`src/hw/rtl/reck_pkg.sv`:
```
// reck_pkg: shared widths, pipeline control type and obstacle vertex rom
// for the roadmap edge check; no dependencies
`default_nettype none

package reck_pkg;

    localparam int POLYGON_COUNT        = 2;
    localparam int VERTICES_PER_POLYGON = 4;
    localparam int COORD_BITS           = 12;

    localparam int EDGE_COUNT = POLYGON_COUNT * (VERTICES_PER_POLYGON - 1);
    localparam int RomScale   = 10;

    localparam int DIFF_W = COORD_BITS + 1;
    localparam int PROD_W = 2 * DIFF_W;
    localparam int TURN_W = PROD_W + 1;
    localparam int D2_W   = 2 * COORD_BITS + 2;

    localparam int RADIUS_W = 25;
    localparam logic [RADIUS_W-1:0] RADIUS_RESET = RADIUS_W'(2500);

    localparam int IN_W  = ((4 * COORD_BITS + 7) / 8) * 8;
    localparam int OUT_W = 8;

    // output field positions in tdata
    localparam int OUT_HIT  = 0;
    localparam int OUT_NEAR = 1;
    localparam int OUT_OK   = 2;

    // orientation codes
    localparam logic [1:0] TURN_ZERO = 2'b00;
    localparam logic [1:0] TURN_POS  = 2'b01;
    localparam logic [1:0] TURN_NEG  = 2'b10;

    // load enables of pipeline stages two to four
    typedef struct packed {
        logic en2;
        logic en3;
        logic en4;
    } t_pipe_en;

    // vertex rom in whole units, scaled to tenths; unlisted entries are (0,0)
    function automatic logic [COORD_BITS-1:0] rom_x(input int pg, input int vtx);
        int u;
        u = 0;
        case (pg)
            0: begin
                case (vtx)
                    0: u = 1;
                    1: u = 5;
                    2: u = 3;
                    3: u = 1;
                    default: u = 0;
                endcase
            end
            1: begin
                case (vtx)
                    0: u = 12;
                    1: u = 13;
                    2: u = 16;
                    3: u = 12;
                    default: u = 0;
                endcase
            end
            default: u = 0;
        endcase
        return COORD_BITS'(u * RomScale);
    endfunction

    function automatic logic [COORD_BITS-1:0] rom_y(input int pg, input int vtx);
        int u;
        u = 0;
        case (pg)
            0: begin
                case (vtx)
                    0: u = 2;
                    1: u = 4;
                    2: u = 1;
                    3: u = 2;
                    default: u = 0;
                endcase
            end
            1: begin
                case (vtx)
                    0: u = 10;
                    1: u = 9;
                    2: u = 15;
                    3: u = 10;
                    default: u = 0;
                endcase
            end
            default: u = 0;
        endcase
        return COORD_BITS'(u * RomScale);
    endfunction

    // orientation code from the sign of a cross term
    function automatic logic [1:0] turn_code(input logic signed [TURN_W-1:0] v);
        logic [1:0] c;
        if (v == '0) begin
            c = TURN_ZERO;
        end else if (v[TURN_W-1]) begin
            c = TURN_NEG;
        end else begin
            c = TURN_POS;
        end
        return c;
    endfunction

endpackage

`default_nettype wire

```
`src/hw/rtl/reck_edge_lane.sv`:
```
// reck_edge_lane: segment intersection test of the candidate edge against
// one fixed obstacle edge, pipeline stages two to four; uses reck_pkg
`default_nettype none

module reck_edge_lane
    import reck_pkg::*;
(
    input  wire logic                  i_clk,
    input  wire t_pipe_en              i_en,
    input  wire logic [COORD_BITS-1:0] i_ax,
    input  wire logic [COORD_BITS-1:0] i_ay,
    input  wire logic [COORD_BITS-1:0] i_bx,
    input  wire logic [COORD_BITS-1:0] i_by,
    input  wire logic [COORD_BITS-1:0] i_sx,
    input  wire logic [COORD_BITS-1:0] i_sy,
    input  wire logic [COORD_BITS-1:0] i_ex,
    input  wire logic [COORD_BITS-1:0] i_ey,
    output logic                       o_meet
);

    // stage 2: differences and bounding box flags
    logic signed [DIFF_W-1:0] r_bay, r_bax, r_sbx, r_sby, r_ebx, r_eby;
    logic signed [DIFF_W-1:0] r_aex, r_aey, r_bex, r_bey, r_esx, r_esy;
    logic [3:0] r_box2, r_box3;

    // stage 3: products
    logic signed [PROD_W-1:0] r_p1a, r_p1b, r_p2a, r_p2b;
    logic signed [PROD_W-1:0] r_p3a, r_p3b, r_p4a, r_p4b;

    logic [COORD_BITS-1:0] w_abx_hi, w_abx_lo, w_aby_hi, w_aby_lo;
    logic [COORD_BITS-1:0] w_sex_hi, w_sex_lo, w_sey_hi, w_sey_lo;
    logic [3:0] w_box;
    logic signed [TURN_W-1:0] w_t1, w_t2, w_t3, w_t4;
    logic [1:0] w_c1, w_c2, w_c3, w_c4;
    logic w_meet;

    function automatic logic signed [DIFF_W-1:0] sub(input logic [COORD_BITS-1:0] a,
                                                     input logic [COORD_BITS-1:0] b);
        return $signed({1'b0, a}) - $signed({1'b0, b});
    endfunction

    always_comb begin
        w_abx_hi = (i_ax > i_bx) ? i_ax : i_bx;
        w_abx_lo = (i_ax > i_bx) ? i_bx : i_ax;
        w_aby_hi = (i_ay > i_by) ? i_ay : i_by;
        w_aby_lo = (i_ay > i_by) ? i_by : i_ay;
        w_sex_hi = (i_sx > i_ex) ? i_sx : i_ex;
        w_sex_lo = (i_sx > i_ex) ? i_ex : i_sx;
        w_sey_hi = (i_sy > i_ey) ? i_sy : i_ey;
        w_sey_lo = (i_sy > i_ey) ? i_ey : i_sy;
        // s in box of a-b, e in box of a-b, a in box of s-e, b in box of s-e
        w_box[0] = (i_sx <= w_abx_hi) && (i_sx >= w_abx_lo) &&
                   (i_sy <= w_aby_hi) && (i_sy >= w_aby_lo);
        w_box[1] = (i_ex <= w_abx_hi) && (i_ex >= w_abx_lo) &&
                   (i_ey <= w_aby_hi) && (i_ey >= w_aby_lo);
        w_box[2] = (i_ax <= w_sex_hi) && (i_ax >= w_sex_lo) &&
                   (i_ay <= w_sey_hi) && (i_ay >= w_sey_lo);
        w_box[3] = (i_bx <= w_sex_hi) && (i_bx >= w_sex_lo) &&
                   (i_by <= w_sey_hi) && (i_by >= w_sey_lo);
    end

    always_ff @(posedge i_clk) begin
        if (i_en.en2) begin
            r_bay  <= sub(i_by, i_ay);
            r_bax  <= sub(i_bx, i_ax);
            r_sbx  <= sub(i_sx, i_bx);
            r_sby  <= sub(i_sy, i_by);
            r_ebx  <= sub(i_ex, i_bx);
            r_eby  <= sub(i_ey, i_by);
            r_aex  <= sub(i_ax, i_ex);
            r_aey  <= sub(i_ay, i_ey);
            r_bex  <= sub(i_bx, i_ex);
            r_bey  <= sub(i_by, i_ey);
            r_esx  <= sub(i_ex, i_sx);
            r_esy  <= sub(i_ey, i_sy);
            r_box2 <= w_box;
        end
    end

    always_ff @(posedge i_clk) begin
        if (i_en.en3) begin
            r_p1a  <= r_bay * r_sbx;
            r_p1b  <= r_bax * r_sby;
            r_p2a  <= r_bay * r_ebx;
            r_p2b  <= r_bax * r_eby;
            r_p3a  <= r_esy * r_aex;
            r_p3b  <= r_esx * r_aey;
            r_p4a  <= r_esy * r_bex;
            r_p4b  <= r_esx * r_bey;
            r_box3 <= r_box2;
        end
    end

    always_comb begin
        w_t1 = TURN_W'(r_p1a) - TURN_W'(r_p1b);
        w_t2 = TURN_W'(r_p2a) - TURN_W'(r_p2b);
        w_t3 = TURN_W'(r_p3a) - TURN_W'(r_p3b);
        w_t4 = TURN_W'(r_p4a) - TURN_W'(r_p4b);
        w_c1 = turn_code(w_t1);
        w_c2 = turn_code(w_t2);
        w_c3 = turn_code(w_t3);
        w_c4 = turn_code(w_t4);
        // general crossing, or an endpoint collinear and on the other segment
        w_meet = ((w_c1 != w_c2) && (w_c3 != w_c4)) ||
                 ((w_c1 == TURN_ZERO) && r_box3[0]) ||
                 ((w_c2 == TURN_ZERO) && r_box3[1]) ||
                 ((w_c3 == TURN_ZERO) && r_box3[2]) ||
                 ((w_c4 == TURN_ZERO) && r_box3[3]);
    end

    always_ff @(posedge i_clk) begin
        if (i_en.en4) begin
            o_meet <= w_meet;
        end
    end

endmodule

`default_nettype wire

```
`config.mk`:
```
export PLATFORM = sky130hd
export DESIGN_NAME = reck_edge_lane
export DESIGN_NICKNAME = d
export VERILOG_FILES = /design/src/hw/rtl/reck_pkg.sv /design/src/hw/rtl/reck_edge_lane.sv
export SDC_FILE = /design/constraint.sdc
export NUM_CORES = 2
export LEC_CHECK = 0
export ABC_AREA = 1
export BUFFER_PORTS_ARGS = -buffer_cell sky130_fd_sc_hd__buf_2
export CAP_MARGIN = 15
export CORE_ASPECT_RATIO = 0.6
export CORE_MARGIN = 2
export CORE_UTILIZATION = 25
export CTS_BUF_LIST = sky130_fd_sc_hd__clkbuf_8
export DETAILED_ROUTE_END_ITERATION = 10
export PLACE_DENSITY = 0.41
export SETUP_SLACK_MARGIN = 0.15
export SKIP_CTS_REPAIR_TIMING = 1
export SLEW_MARGIN = 20
export SYNTH_ARGS = -nofsm -noshare
export SYNTH_HDL_FRONTEND = slang
export SYNTH_SLANG_ARGS = --single-unit
```
`constraint.sdc`:
```
create_clock -name i_clk -period 12.1 [get_ports i_clk]
set_input_delay 1.21 -clock i_clk [delete_from_list [all_inputs] [get_ports i_clk]]
set_output_delay 1.21 -clock i_clk [all_outputs]
set_load 0.005 [all_outputs]
```
==> results.json <==
{
  "outcome": "completed",
  "synth.area.mux_share": 0,
  "startpoint": "r_bex[12]",
  "yosys_warnings": 0,
  "routedWlPerCell_microns": 18.83,
  "crit_path_cell_trace": "clkinv_1 -> nor2_1 -> fa_1 -> fa_1 -> fa_1 -> fa_1 -> fa_1 -> ha_1 -> ha_1 -> a21oi_1 -> a21boi_1 -> o21ai_1 -> a21boi_1 -> o21ai_1 -> nand2_1 -> nand2_1 -> nand2_1 -> nand2_1",
  "via_per_inst": 4.356,
  "yosysMostFrequentCell": "inv_1",
  "core-area_sq_um": 325300,
  "place.gp.congestion": 0.9217,
  "dp_cells": 14150,
  "worstSetupEndpointType": "flip-flop",
  "critPathRequiredTime_ps": 12570,
  "cts_sinks": 371,
  "wirelength_microns": 269300,
  "drv_slew": 0,
  "ys_ff_latch": 371,
  "hpwlAfterDp_microns": 228100,
  "die_h_microns": 447.3,
  "synth_top_area_frac": 0.3208,
  "synthFlopType": "edfxtp_1",
  "syn_inst": 9929,
  "max_freq_mhz": 158.8,
  "htree_levels": 3,
  "path_max_fanout": 10,
  "tightest_slew_ps": 1336,
  "fin_crit_sh": 0.5205,
  "period_minus_slack_ps": 6298,
  "ios": 101,
  "regToRegStartpoint": "r_bex[12]",
  "cap_violations": 0,
  "cts_tree": "built",
  "final_cells": 14300,
  "synth_cell_types": 57,
  "syn-cell-area_sq_um": 81870,
  "vias": 62290,
  "setup_viol": 0,
  "cts_max_path_buffers": 3,
  "root_buffer": "clkbuf_8",
  "post_synth_fa_ha_maj_area_fraction": 0.4700,
  "grt_max_degree": 98,
  "grt_pass1_wl_microns": 410600,
  "antenna_found_initial": 47,
  "synth_compound_area_frac": 0.06784,
  "netlist_top_cells_count": "2608 x inv_1, 2276 x nand2_1, 1312 x fa_1",
  "slew_headroom": 0.1064,
  "die_w_microns": 742.8,
  "fin_tns_setup_ps": 0,
  "criticalPathCategory": "reg -> reg",
  "hold_viol": 0,
  "max_stage_delay_ps": 860,
  "synth_xor_area_frac": 0.03969,
  "synth_top_family_by_area": "adder cells",
  "worst_setup_path_start_kind": "flip-flop",
  "clkLatencyLatePin_ps": 770,
  "synthSimpleGateAreaFrac": 0.1513,
  "ant_nets": 0,
  "final.fill_count": 35220,
  "rows": 162,
  "firstDrtPassIters": 7,
  "rsz0062_at_grt": "no",
  "hp-class": "reg -> reg",
  "yosysSeqAreaShare": 0.1361,
  "port_buffers": 100,
  "syn-num-nets": 12320,
  "grt_pass1_vias": 64300,
  "path_clk_slew_ps": 70,
  "drcViolationCount": 0,
  "min_from": "r_box2[1]",
  "die-area_sq_um": 332200,
  "drt_iter0_markers": 4690,
  "path_common_cell": "fa_1",
  "drive_above_1_share": 0.05096,
  "yosys.area.top_type": "fa_1",
  "synth_area_leaders": "fa_1 32%, ha_1 15%, edfxtp_1 14%",
  "nets": 12270,
  "synth_edf_count": 371,
  "crit_arrival_ps": 6770,
  "avgSynthCellArea_sq_um": 8.246,
  "finClkSkew_ps": 60.18,
  "cp_slowest_cell": "edfxtp_1",
  "async_flop_share": 0,
  "numCtsBuffers": 70,
  "grt_overflow_total": 0,
  "start_util": 0.2517,
  "area_delta_synth_final_pct": 8.256,
  "grt_use_total": 0.1632
}
==> state kept, by name, indices dropped and copies added (netlist names), 26 cells and up <==
name / cells
r_p2a: 26
r_p3b: 26
r_p1b: 26
r_p1a: 26
r_p4a: 26
r_p2b: 26
r_p3a: 26
r_p4b: 26
==> routing by layer <==
metal	track usage	vias up	share of wire
met5	0	-	0.00082
met3	0.04384	189	0.085
met1	0.2621	30620	0.53
met4	0.01876	36	0.011
met2	0.2178	1651	0.37
li1	-	29790	-
==> layout by cell type (no fill, tap or decap), drive strengths merged, types with 26 or more instances in the layout <==
cell type  synthesis  layout
xnor2            152     152
inv             2620    2637
nand2           2342    2342
clkinv             8      28
edfxtp           371     371
a21oi            457     457
o21bai            31      31
ha               976     976
nor3              33      33
nand3b            29      29
a21o              26      26
xor2             219     219
clkbuf           219      72
nand4             63      63
fa              1312    1312
nor2             357     357
o21ai            309     309
nand3            196     196
buf               66     161
==> critical path: cells and delay by family (launching register included) <==
kind,cells,cell delay (ps)
AND/OR/NAND/NOR,5,540
buffers and inverters,1,620
AO/OA/AOI/OAI,5,970
flip-flops,1,860
adder cells (fa/ha/maj),7,2980
==> through the flow <==
stage | util | worst slack [ps] | cell area [sq um] | hold WS (ps)
after floorplan | - | 6521 | 81870 | 400.3
after global placement | 0.2676 | 5682 | 87070 | 428.0
after detailed placement | 0.2677 | 5858 | 87090 | 414.4
after CTS | 0.2719 | 5843 | 88470 | 448.1
after global routing | 0.2723 | 5493 | 88580 | 464.4
final | 0.2724 | 5802 | 88630 | 446.8
==> area by class of cell <==
type | count | area [sq um] | area share
clock buffers | 71 | 977.2 | 0.01103
clock inverters | 53 | 399.1 | 0.004503
inverters | 2628 | 9864 | 0.1113
multi-input cells | 6645 | 59740 | 0.6741
flip-flops and latches | 371 | 11140 | 0.1257
diodes | 25 | 62.56 | 0.0007058
well taps | 4346 | 5438 | 0.06135
repair buffers | 162 | 1007 | 0.01136
==> final timing paths <==
path / end / slack [ps] / cells past startpoint
max: r_p4a[22] / 5800 / 18
min reg2reg: r_box3[1] / 450 / 0
max reg2reg: r_p4a[22] / 5800 / 18
min: r_box3[1] / 450 / 0
==> kinds of logic (layout without fill, tap and decap cells) <==
family | Yosys count | in the layout
AO/OA/AOI/OAI | 940 | 940
XOR/XNOR | 371 | 371
adder cells (fa/ha/maj) | 2288 | 2288
buffers and inverters | 2913 | 2914
flip-flops | 371 | 371
other | 0 | 25
AND/OR/NAND/NOR | 3046 | 3046
Power is not shown: default switching activity piles up to over one toggle a cycle in this logic, so the estimate is an artifact.
