==> src/hw/rtl/reck_pkg.sv <==
// reck_pkg: shared widths, pipeline control type and obstacle vertex rom
// for the roadmap edge check; no dependencies
`default_nettype none

package reck_pkg;

    localparam int POLYGON_COUNT        = 2;
    localparam int VERTICES_PER_POLYGON = 4;
    localparam int COORD_BITS           = 12;

    localparam int EDGE_COUNT = POLYGON_COUNT * (VERTICES_PER_POLYGON - 1);
    localparam int RomScale   = 10;

    localparam int DIFF_W = COORD_BITS + 1;
    localparam int PROD_W = 2 * DIFF_W;
    localparam int TURN_W = PROD_W + 1;
    localparam int D2_W   = 2 * COORD_BITS + 2;

    localparam int RADIUS_W = 25;
    localparam logic [RADIUS_W-1:0] RADIUS_RESET = RADIUS_W'(2500);

    localparam int IN_W  = ((4 * COORD_BITS + 7) / 8) * 8;
    localparam int OUT_W = 8;

    // output field positions in tdata
    localparam int OUT_HIT  = 0;
    localparam int OUT_NEAR = 1;
    localparam int OUT_OK   = 2;

    // orientation codes
    localparam logic [1:0] TURN_ZERO = 2'b00;
    localparam logic [1:0] TURN_POS  = 2'b01;
    localparam logic [1:0] TURN_NEG  = 2'b10;

    // load enables of pipeline stages two to four
    typedef struct packed {
        logic en2;
        logic en3;
        logic en4;
    } t_pipe_en;

    // vertex rom in whole units, scaled to tenths; unlisted entries are (0,0)
    function automatic logic [COORD_BITS-1:0] rom_x(input int pg, input int vtx);
        int u;
        u = 0;
        case (pg)
            0: begin
                case (vtx)
                    0: u = 1;
                    1: u = 5;
                    2: u = 3;
                    3: u = 1;
                    default: u = 0;
                endcase
            end
            1: begin
                case (vtx)
                    0: u = 12;
                    1: u = 13;
                    2: u = 16;
                    3: u = 12;
                    default: u = 0;
                endcase
            end
            default: u = 0;
        endcase
        return COORD_BITS'(u * RomScale);
    endfunction

    function automatic logic [COORD_BITS-1:0] rom_y(input int pg, input int vtx);
        int u;
        u = 0;
        case (pg)
            0: begin
                case (vtx)
                    0: u = 2;
                    1: u = 4;
                    2: u = 1;
                    3: u = 2;
                    default: u = 0;
                endcase
            end
            1: begin
                case (vtx)
                    0: u = 10;
                    1: u = 9;
                    2: u = 15;
                    3: u = 10;
                    default: u = 0;
                endcase
            end
            default: u = 0;
        endcase
        return COORD_BITS'(u * RomScale);
    endfunction

    // orientation code from the sign of a cross term
    function automatic logic [1:0] turn_code(input logic signed [TURN_W-1:0] v);
        logic [1:0] c;
        if (v == '0) begin
            c = TURN_ZERO;
        end else if (v[TURN_W-1]) begin
            c = TURN_NEG;
        end else begin
            c = TURN_POS;
        end
        return c;
    endfunction

endpackage

`default_nettype wire

==> src/hw/rtl/reck_dist.sv <==
// reck_dist: squared endpoint distance against the radius register,
// pipeline stages two to four; uses reck_pkg
`default_nettype none

module reck_dist
    import reck_pkg::*;
(
    input  wire logic                  i_clk,
    input  wire t_pipe_en              i_en,
    input  wire logic [COORD_BITS-1:0] i_ax,
    input  wire logic [COORD_BITS-1:0] i_ay,
    input  wire logic [COORD_BITS-1:0] i_bx,
    input  wire logic [COORD_BITS-1:0] i_by,
    input  wire logic [RADIUS_W-1:0]   i_radius_sq,
    output logic                       o_near
);

    localparam int CMP_W = (D2_W > RADIUS_W) ? D2_W : RADIUS_W;

    logic signed [DIFF_W-1:0] r_dx, r_dy;
    logic signed [PROD_W-1:0] r_sqx, r_sqy;
    logic [D2_W-1:0] w_d2;

    always_ff @(posedge i_clk) begin
        if (i_en.en2) begin
            r_dx <= $signed({1'b0, i_ax}) - $signed({1'b0, i_bx});
            r_dy <= $signed({1'b0, i_ay}) - $signed({1'b0, i_by});
        end
        if (i_en.en3) begin
            r_sqx <= r_dx * r_dx;
            r_sqy <= r_dy * r_dy;
        end
    end

    // squares are never negative and each fits below the sign bit
    assign w_d2 = D2_W'(unsigned'(r_sqx)) + D2_W'(unsigned'(r_sqy));

    always_ff @(posedge i_clk) begin
        if (i_en.en4) begin
            o_near <= CMP_W'(w_d2) <= CMP_W'(i_radius_sq);
        end
    end

endmodule

`default_nettype wire
==> config.mk <==
export PLATFORM = sky130hd
export DESIGN_NAME = reck_dist
export DESIGN_NICKNAME = d
export VERILOG_FILES = /design/src/hw/rtl/reck_pkg.sv /design/src/hw/rtl/reck_dist.sv
export SDC_FILE = /design/constraint.sdc
export NUM_CORES = 1
export LEC_CHECK = 0
export BUFFER_PORTS_ARGS = -buffer_cell sky130_fd_sc_hd__buf_2
export CAP_MARGIN = 15
export CORE_MARGIN = 1.5
export CORE_UTILIZATION = 40
export CTS_CLUSTER_SIZE = 12
export DETAILED_ROUTE_END_ITERATION = 10
export GPL_TIMING_DRIVEN = 0
export PLACE_DENSITY_LB_ADDON = 0.25
export SLEW_MARGIN = 20
export SYNTH_ARGS = -nofsm -noshare
export SYNTH_HDL_FRONTEND = slang
export SYNTH_SLANG_ARGS = --single-unit
==> constraint.sdc <==
create_clock -name i_clk -period 8.6 [get_ports i_clk]
set_clock_uncertainty 0.1 [all_clocks]
set_input_delay 0.86 -clock i_clk [delete_from_list [all_inputs] [get_ports i_clk]]
set_output_delay 0.86 -clock i_clk [all_outputs]
set_load 0.1 [all_outputs]
==> results.toml, run 1 <==
[layout]
layout.filler_cells = 3941
post_route_cells_drive_above_1_share_pct = 5.73
register_area_mm2 = 0.00231
multiInputGateArea_mm2 = 0.0123
design_area_mm2 = 0.0177
finish.utilization_pct = 44.1
antenna_cells = 0
nets = 2358
syn_to_final_growth_pct = 8.01

[floorplanning]
num_io_pins = 78
fp.coreArea_mm2 = 0.0400
die_area_mm2 = 0.0421
fp.dieH_um = 205
initial_core_util_pct = 40.9
rows = 73
die_width_um = 205

[yosys]
synthDominantAreaCellType = "fa_1"
mappedNetlistArea_mm2 = 0.0163
synth_nets = 2269
async_reset_ff_share_pct = 0
synthCells = 1686
area_share_of_the_leading_cell_type_in_the_synthesized_netlist_pct = 35.0
synth_enable_flop_cells = 77
synth.ff_latch_count = 77
netlist-cell-type-count = 51
yosys_warnings = 0
leading_post_synthesis_cells_by_cell_area = "fa_1 35%, ha_1 17%, edfxtp_1 14%, inv_1 9.7%, xnor2_1 4.3%"
primary_flip_flop_cell_chosen_by_synthesis_mapping = "edfxtp_1"
seq_area_frac_synth_pct = 14.1
syn_avg_cell_area_um2 = 9.70

[placed_design]
globalplace.congestion = 0.892
io_buffers = 77
dpl.hpwl_um = 29500
dpl-instance-area_mm2 = 0.0174

[cts]
tritoncts.num_buffers = 9
clockRootBuffer = "clkbuf_16"
cts_repair_resize_count = 0
tritoncts = "yes"
cts.repair_timing.setup_buffer_count = 0
clock_latency_ns = 0.36
ctsHoldBuffers = 0
clkSlewWorstSetupHoldPaths_ns = 0.06
clock_path_buffers = 2
clock_tree.htree_level_count = 3
numClockSinks = 77

[grt]
first_pass_grt_wire_length_um = 57100
grt_overflow = 0
grt_pass1_vias = 11800
antenna_found_initial = 0
grt.total_usage_pct = 17.4
grt_max_degree = 51

[route]
drc_errors = 0
first_pass_iters = 5
avgViaCountPerCell = 4.89
ant_nets = 0
routed-via-count = 11300
routed_wirelength_um = 33800
drt_iter0_markers = 570
avgRoutedWirePerCell_um = 14.7

[worst_setup_path]
critical_path.max_stage_delay_ns = 0.61
cp_data_required_time_ns = 8.61
crit_fanout = 10
worst_path_dominant_cell_family = "adder cells"
reg2reg_slack_ns = 1.58
critical_path.reg2reg.startpoint = "r_dx[12]$_DFFE_PP_"
endpoint_kind = "flip-flop"
critical_path.cell_chain = "buf_1 > clkbuf_1 > nand2_1 > fa_1 > inv_1 > fa_1 > inv_1 > fa_1 > inv_1 > fa_1 > fa_1 > ha_1 > ha_1 > a21o_1 > a21oi_1 > nand2_1 > o221a_2 > a21oi_1 > o21ai_0 > xnor2_1"
cp_slowest_cell = "edfxtp_1"
cp-startpoint = "r_dx[12]$_DFFE_PP_"
cp_num_buf_inv = 5
r2r-end = "r_sqx[25]$_DFFE_PP_"
worst_ep_arrival_time_ns = 7.02
reg2regPathDepth = 20
cpMostUsedCell = "fa_1"
ws_path_type = "flip-flop to flip-flop"
critPathLaunchType = "flip-flop"

[timing]
period_minus_ws_final_ns = 7.02
rsz0062_at_grt = "false"
setup_viol_count_final = 0
timing.final.max_slew_violations = 0
totalNegativeSetupSlack_ns = 0
post-route-period-util_pct = 81.6
worstMarginPinSlew_ns = 0.886
worst_slew_margin_rel_pct = 40.1
timing.final.hold_violations = 0
max_freq_mhz = 143
final.hold.worst_slack_ns = 0.595

[worst_hold_path]
min-delay-start = "i_en[0]"
hp-class = "primary input to flip-flop"
worstHoldPathCells = 1
timing.hold.worst_endpoint = "o_near$_DFFE_PP_"

[run]
maxCapViolCount = 0

[run_status]
result_of_the_run = "complete, no violations"
[worst max path at each step]
stage                           to  slack [ns]  cells after the start
6_report       r_sqx[25]$_DFFE_PP_        1.58                     20
5_1_grt        r_sqx[25]$_DFFE_PP_        1.08                     20
4_1_cts        r_sqx[25]$_DFFE_PP_        1.62                     20
3_5_place_dp   r_sqx[25]$_DFFE_PP_        1.65                     20
3_3_place_gp   r_sqx[22]$_DFFE_PP_        1.69                     19
2_1_floorplan  r_sqx[22]$_DFFE_PP_        2.53                     21
[cell usage after synthesis (3+ instances only)]
master / instances
o211ai_1: 5
nor4_1: 3
o21ai_0: 38
a31o_2: 3
a211oi_1: 8
xnor2_1: 80
or2_2: 5
a2111oi_0: 4
nand4_1: 6
clkbuf_1: 30
nor2_1: 63
a31oi_1: 4
a21oi_1: 59
nor3_1: 13
o21bai_1: 8
o31ai_1: 3
nand2_1: 143
and2_1: 45
ha_1: 220
xor2_1: 21
nor2b_1: 28
nand3_1: 13
edfxtp_1: 77
fa_1: 286
a311oi_1: 3
o21a_1: 4
inv_1: 422
nand2b_1: 17
a21o_1: 32
and3_1: 7
a21boi_0: 8
[layout by cell type (no fill, tap or decap), types with 3 or more instances in the layout]
cell type,Yosys,routed
edfxtp_1,77,77
a211oi_1,8,8
nor2b_1,28,28
a21o_1,32,32
and3_1,7,7
ha_1,220,220
nand3_1,13,13
fa_1,286,286
o21ai_0,38,38
a31o_2,3,3
a21boi_0,8,8
a311oi_1,3,3
clkbuf_1,30,34
nor4_1,3,3
clkbuf_16,0,9
a31oi_1,4,4
nor2_1,63,63
inv_1,422,422
and2_1,45,45
or2_2,5,5
nand4_1,6,6
a21oi_1,59,59
o21bai_1,8,8
xnor2_1,80,80
nand2b_1,17,17
o211ai_1,5,5
nor3_1,13,13
o31ai_1,3,3
o21a_1,4,4
a2111oi_0,4,3
xor2_1,21,21
buf_2,0,76
nand2_1,143,143
[cells by family (layout without fill, tap and decap cells)]
family / after synthesis / after routing / share of synthesized area (%)
flops: 77 / 77 / 14.1
buf+inv: 453 / 547 / 10.4
mux: 2 / 2 / 0.122
simple gates: 347 / 347 / 9.95
fa+ha+maj: 506 / 506 / 51.9
xor+xnor: 101 / 101 / 5.41
compound gates: 200 / 200 / 8.11
[flip-flops by register name, summed over array words and instances (netlist names)]
signal	flops
o_near	1
r_dy	13
r_sqy	25
r_sqx	25
r_dx	13
[metrics by stage]
stage | instances | worst slack, ns
after floorplan | 1686 | 2.53
after global placement | 2288 | 1.69
after detailed placement | 2289 | 1.65
after CTS | 2305 | 1.62
after global routing | 2305 | 1.08
final | 2305 | 1.58
[worst register-to-register path: stages (launching register included)]
cell      delay [ns]
edfxtp_1        0.61
buf_1           0.41
clkbuf_1        0.45
nand2_1         0.19
fa_1            0.58
inv_1           0.08
fa_1            0.55
inv_1           0.19
fa_1            0.53
inv_1           0.06
fa_1            0.55
fa_1            0.41
ha_1            0.29
ha_1            0.33
a21o_1          0.17
a21oi_1         0.30
nand2_1         0.09
o221a_2         0.24
a21oi_1         0.29
o21ai_0         0.18
xnor2_1         0.15
[per-layer routing]
layer | vias to the layer above | track usage [%] | part of all wire (%)
met5 | - | 0 | 0
met4 | 0 | 3.49 | 1.5
met2 | 195 | 28.6 | 46
met3 | 31 | 2.45 | 3.9
met1 | 5596 | 24.6 | 48
li1 | 5441 | - | -
[final cells by class]
cell class,instances,area share [%]
clock inverters,3,0.0709
plain buffers,31,0.659
inverters,422,8.97
flip-flops and latches,77,13.1
repair buffers,78,2.25
multi-input cells,1156,69.9
well taps,525,3.72
clock buffers,13,1.36
Power of run 1 is left out: the tool's default activity adds up to more than one toggle a clock period on the data nets, which glitch-free logic cannot reach.
==> run 2, diff against run 1 <==
==> constraint.sdc (replaced) <==
create_clock -name i_clk -period 6.3 [get_ports i_clk]
set_clock_uncertainty 0.1 [all_clocks]
set_input_delay 0.63 -clock i_clk [delete_from_list [all_inputs] [get_ports i_clk]]
set_output_delay 0.63 -clock i_clk [all_outputs]
set_load 0.1 [all_outputs]
==> run 2 against run 1 <==
Net effect:
- wire length increased by 3.3%
- first-iteration DRC count up 0.53%
- critical path depth rose by 1
- sequential share of layout area decreased by 0.34 points
- register-to-register slack worse by 1.4 ns
- setup slack worse by 1.4 ns
- global-route usage increased by 0.35 points
- non-clock buffer count up 27
- critical endpoint is now r_sqx[22]$_DFFE_PP_
- largest cell class unchanged
==> results.toml, run 2 (synthesized netlist as in run 1, its figures left out) <==
[cts]
clock_tree.htree_level_count = 3
tritoncts.num_buffers = 9
numClockSinks = 77
clock_latency_ns = 0.36
clock_path_buffers = 2
tritoncts = "yes"
clockRootBuffer = "clkbuf_16"
clkSlewWorstSetupHoldPaths_ns = 0.07

[worst_setup_path]
ws_path_type = "flip-flop to flip-flop"
endpoint_kind = "flip-flop"
crit_fanout = 5
worst_ep_arrival_time_ns = 6.11
cp_data_required_time_ns = 6.32
critPathLaunchType = "flip-flop"

[timing]
max_freq_mhz = 164
timing.final.hold_violations = 0
period_minus_ws_final_ns = 6.09
timing.final.max_slew_violations = 0
worstMarginPinSlew_ns = 0.661
post-route-period-util_pct = 96.7
rsz0062_at_grt = "true"
setup_viol_count_final = 0
finalWorstSetupSlack_ns = 0.208
worst_slew_margin_rel_pct = 55.9

[route]
drc_errors = 0
ant_nets = 0
avgRoutedWirePerCell_um = 15.0
routed_wirelength_um = 34900
first_pass_iters = 5
drt_iter0_markers = 573
routed-via-count = 11400
avgViaCountPerCell = 4.88

[worst_hold_path]
hp-class = "primary input to flip-flop"

[layout]
multiInputGateArea_mm2 = 0.0125
most_frequent_standard_cell_in_the_layout_excluding_fill_and_tap_cells = "inv_1"
layout.filler_cells = 3923
finish.utilization_pct = 45.3
post_route_cells_drive_above_1_share_pct = 9.74
syn_to_final_growth_pct = 10.9
biggestRegsByFlops = "r_sqx: 25 flops, r_sqy: 25 flops"
layout.cells.most_common_list = "421 x inv_1, 286 x fa_1, 214 x ha_1"
register_area_mm2 = 0.00231
nets = 2385

[floorplanning]
fp.dieH_um = 205
initial_core_util_pct = 40.9
die_width_um = 205
rows = 73
fp.coreArea_mm2 = 0.0400
die_area_mm2 = 0.0421
num_io_pins = 78

[grt]
grt.total_usage_pct = 17.8
antenna_found_initial = 0
grt_max_degree = 51
first_pass_grt_wire_length_um = 58000
grt_overflow = 0
grt_pass1_vias = 11900

[placed_design]
io_buffers = 77
dpl.hpwl_um = 29500
dp_slack_ns = -0.653
globalplace.congestion = 0.892

[run_status]
result_of_the_run = "complete, no violations"

[run]
maxCapViolCount = 0
[run 2: cell types whose count changed in the layout (fill, tap and decap cells not counted), sizes merged]
cell / before / now
inv: 422 / 421
buf: 78 / 120
clkbuf: 43 / 28
clkinvlp: 0 / 1
diode: 0 / 1
[run 2: area by class of cell]
cell class,instances,area share [%]
multi-input cells,1156,68.8
flip-flops and latches,77,12.8
inverters,422,8.76
repair buffers,111,3.72
well taps,525,3.62
clock buffers,13,1.33
plain buffers,25,0.946
clock inverters,3,0.0690
diodes,1,0.0138
[run 2: layer usage]
| layer | vias up | track usage [%] | share of wire (%) |
|---|---|---|---|
| li1 | 5496 | - | - |
| met2 | 199 | 28.9 | 46 |
| met4 | 0 | 3.47 | 1.3 |
| met5 | - | 0 | 0 |
| met3 | 27 | 2.90 | 4.5 |
| met1 | 5668 | 25.1 | 48 |
[run 2: critical path: stages, from the launching register on]
cell and delay (ns):
edfxtp_1 0.47, buf_4 0.18, buf_4 0.16, and2_1 0.16, fa_1 0.48, fa_1 0.52, fa_1 0.53, inv_1 0.06
fa_1 0.53, inv_1 0.05, fa_1 0.44, ha_1 0.28, ha_1 0.32, nand2_1 0.08, o211a_1 0.26, o31ai_4 0.30
o41ai_2 0.11, buf_4 0.16, o31ai_1 0.31, or2_2 0.17, a21oi_1 0.07, xnor2_1 0.13
[run 2: path summary, 6_finish.rpt]
path | from | end | slack, ns | cells past startpoint
setup reg to reg | r_dx[3]$_DFFE_PP_ | r_sqx[22]$_DFFE_PP_ | 0.21 | 21
hold / removal | i_en[0] | o_near$_DFFE_PP_ | 0.36 | 1
hold reg to reg | r_dx[0]$_DFFE_PP_ | r_sqx[0]$_DFFE_PP_ | 0.61 | 0
setup / recovery | r_dx[3]$_DFFE_PP_ | r_sqx[22]$_DFFE_PP_ | 0.21 | 21
[run 2: timing repair]
item | CTS | global route
pin swaps | 0 | 10
gates resized for setup | 33 | 59
setup endpoints to repair | 15 | 11
hold buffers | 0 | 0
setup buffers | 15 | 17
gates cloned | 0 | 1
[run 2: stage by stage]
step                hold WS (ns)  cell area (µm²)  setup TNS (ns)  std cells
floorplan                  0.386            16300               0       1686
global route               0.350            18100         -0.0728       2332
global placement           0.584            17400           -4.66       2288
finish                     0.363            18100               0       2333
detailed placement         0.614            17400           -5.50       2289
CTS                        0.349            17800               0       2314
Power of run 2 is left out for the same reason.
==> run 3, diff against run 2 <==
--- a/config.mk
+++ b/config.mk
@@ -5,14 +5,15 @@
 export SDC_FILE = /design/constraint.sdc
 export NUM_CORES = 1
 export LEC_CHECK = 0
-export BUFFER_PORTS_ARGS = -buffer_cell sky130_fd_sc_hd__buf_2
 export CAP_MARGIN = 15
 export CORE_MARGIN = 1.5
 export CORE_UTILIZATION = 40
 export CTS_CLUSTER_SIZE = 12
 export DETAILED_ROUTE_END_ITERATION = 10
+export DONT_BUFFER_PORTS = 1
 export GPL_TIMING_DRIVEN = 0
 export PLACE_DENSITY_LB_ADDON = 0.25
+export RECOVER_POWER = 50
 export SLEW_MARGIN = 20
 export SYNTH_ARGS = -nofsm -noshare
 export SYNTH_HDL_FRONTEND = slang
==> run 3 against run 2 <==
Net effect:
- sequential cell count unchanged
- sequential share of layout area increased by 0.29 points
- highest routed layer unchanged
- clock-buffer cell count decreased by 3
- setup slack got worse by 0.043 ns
==> results.toml, run 3 (synthesized netlist as in run 1, its figures left out) <==
[worst_setup_path]
r2r-end = "r_sqx[22]$_DFFE_PP_"
critical_path.max_stage_delay_ns = 0.55
critical_path.reg2reg.startpoint = "r_dx[2]$_DFFE_PP_"
worst_path_dominant_cell_family = "adder cells"
cpMostUsedCell = "fa_1"
endpoint_kind = "flip-flop"
ws_path_type = "flip-flop to flip-flop"
critical_path.cell_chain = "buf_4 > buf_4 > and2_1 > fa_1 > fa_1 > fa_1 > inv_1 > fa_1 > inv_1 > fa_1 > ha_1 > ha_1 > nand2_1 > o211a_1 > o31ai_2 > o41ai_4 > o31ai_1 > or2_2 > a21oi_1 > xnor2_1"
cp_slowest_cell = "fa_1"
cp_data_required_time_ns = 6.31
reg2regPathDepth = 20
cp_num_buf_inv = 4
critPathLaunchType = "flip-flop"
crit_fanout = 5
reg2reg_slack_ns = 0.17
worst_ep_arrival_time_ns = 6.15

[timing]
setup_viol_count_final = 0
period_minus_ws_final_ns = 6.13
worst_slew_margin_rel_pct = 40.4
totalNegativeSetupSlack_ns = 0
rsz0062_at_grt = "true"
timing.final.hold_violations = 0
post-route-period-util_pct = 97.4
worstMarginPinSlew_ns = 0.897
max_freq_mhz = 163
timing.final.max_slew_violations = 0

[cts]
clkSlewWorstSetupHoldPaths_ns = 0.07
clock_latency_ns = 0.36
tritoncts = "yes"
numClockSinks = 77
clock_tree.htree_level_count = 3
tritoncts.num_buffers = 9
clock_path_buffers = 2
clockRootBuffer = "clkbuf_16"

[route]
avgViaCountPerCell = 4.98
first_pass_iters = 5
drt_iter0_markers = 525
ant_nets = 0
routed-via-count = 11200
drc_errors = 0
routed_wirelength_um = 35200
avgRoutedWirePerCell_um = 15.6

[layout]
nets = 2311
biggestRegsByFlops = "r_sqx: 25 flops, r_sqy: 25 flops"
antenna_cells = 0
syn_to_final_growth_pct = 8.43
most_frequent_standard_cell_in_the_layout_excluding_fill_and_tap_cells = "inv_1"
post_route_cells_drive_above_1_share_pct = 5.95
layout.cells.most_common_list = "422 x inv_1, 284 x fa_1, 215 x ha_1"

[floorplanning]
fp.coreArea_mm2 = 0.0400
fp.dieH_um = 205
num_io_pins = 78
die_width_um = 205
rows = 73
initial_core_util_pct = 40.9
die_area_mm2 = 0.0421

[run_status]
result_of_the_run = "complete, no violations"

[grt]
antenna_found_initial = 0
first_pass_grt_wire_length_um = 58500
grt.total_usage_pct = 18.0
grt_pass1_vias = 11900
grt_max_degree = 51
grt_overflow = 0

[worst_hold_path]
min-delay-start = "i_en[2]"
worstHoldPathCells = 0
hp-class = "primary input to flip-flop"
timing.hold.worst_endpoint = "r_dy[11]$_DFFE_PP_"

[placed_design]
globalplace.congestion = 0.864
dpl.hpwl_um = 29700
io_buffers = 0

[run]
maxCapViolCount = 0
==> run 3: cell types whose count changed in the layout (fill, tap and decap cells not counted), moves of 3 or more <==
cell	delta
clkbuf_1	-4
clkinv_1	+3
buf_2	-73
buf_4	+4
==> run 3: how the worst max path moves through the flow <==
stage | start | to | slack (ns) | depth (start not counted)
floorplan | r_dx[12]$_DFFE_PP_ | r_sqx[22]$_DFFE_PP_ | 0.23 | 21
global placement | r_dx[1]$_DFFE_PP_ | r_sqx[22]$_DFFE_PP_ | -0.62 | 19
detailed placement | r_dx[1]$_DFFE_PP_ | r_sqx[22]$_DFFE_PP_ | -0.65 | 19
CTS | r_dy[3]$_DFFE_PP_ | r_sqy[24]$_DFFE_PP_ | 0.04 | 21
global route | r_dx[2]$_DFFE_PP_ | r_sqx[22]$_DFFE_PP_ | -0.10 | 20
finish | r_dx[2]$_DFFE_PP_ | r_sqx[22]$_DFFE_PP_ | 0.17 | 20
==> run 3: per-layer routing <==
metal	routed length, µm	global-route usage [%]	vias to the layer above
li1	-	-	5350
met1	16200	24.5	5617
met2	16500	29.9	245
met3	1940	3.29	27
met4	482	3.36	0
met5	0	0	-
==> run 3: stage by stage <==
step           cell area [µm²]  instances  hold WS, ns  utilization (%)  worst slack, ns
2_1_floorplan            16300       1686        0.386                -            0.231
3_3_place_gp             17000       2211        0.585             42.5           -0.624
3_5_place_dp             17000       2212        0.591             42.5           -0.651
4_1_cts                  17400       2239        0.269             43.6           0.0446
5_1_grt                  17700       2257        0.266             44.3           -0.101
6_report                 17700       2257        0.283             44.3            0.165
==> run 3: cell type report <==
class,count,area (µm²)
buffer,24,173
fill,3910,22300
multi-input combinational,1156,12500
timing repair buffer,38,285
inverter,422,1580
tap,525,657
clock buffer,10,229
sequential,77,2310
clock inverter,5,18.8
==> run 3: what timing repair did <==
item	in CTS	in global routing
pin swaps	0	10
hold buffers	0	0
buffers inserted	18	19
hold endpoints to repair	0	0
setup endpoints to repair	15	11
resized for setup	34	56
Power of run 3 is left out for the same reason.
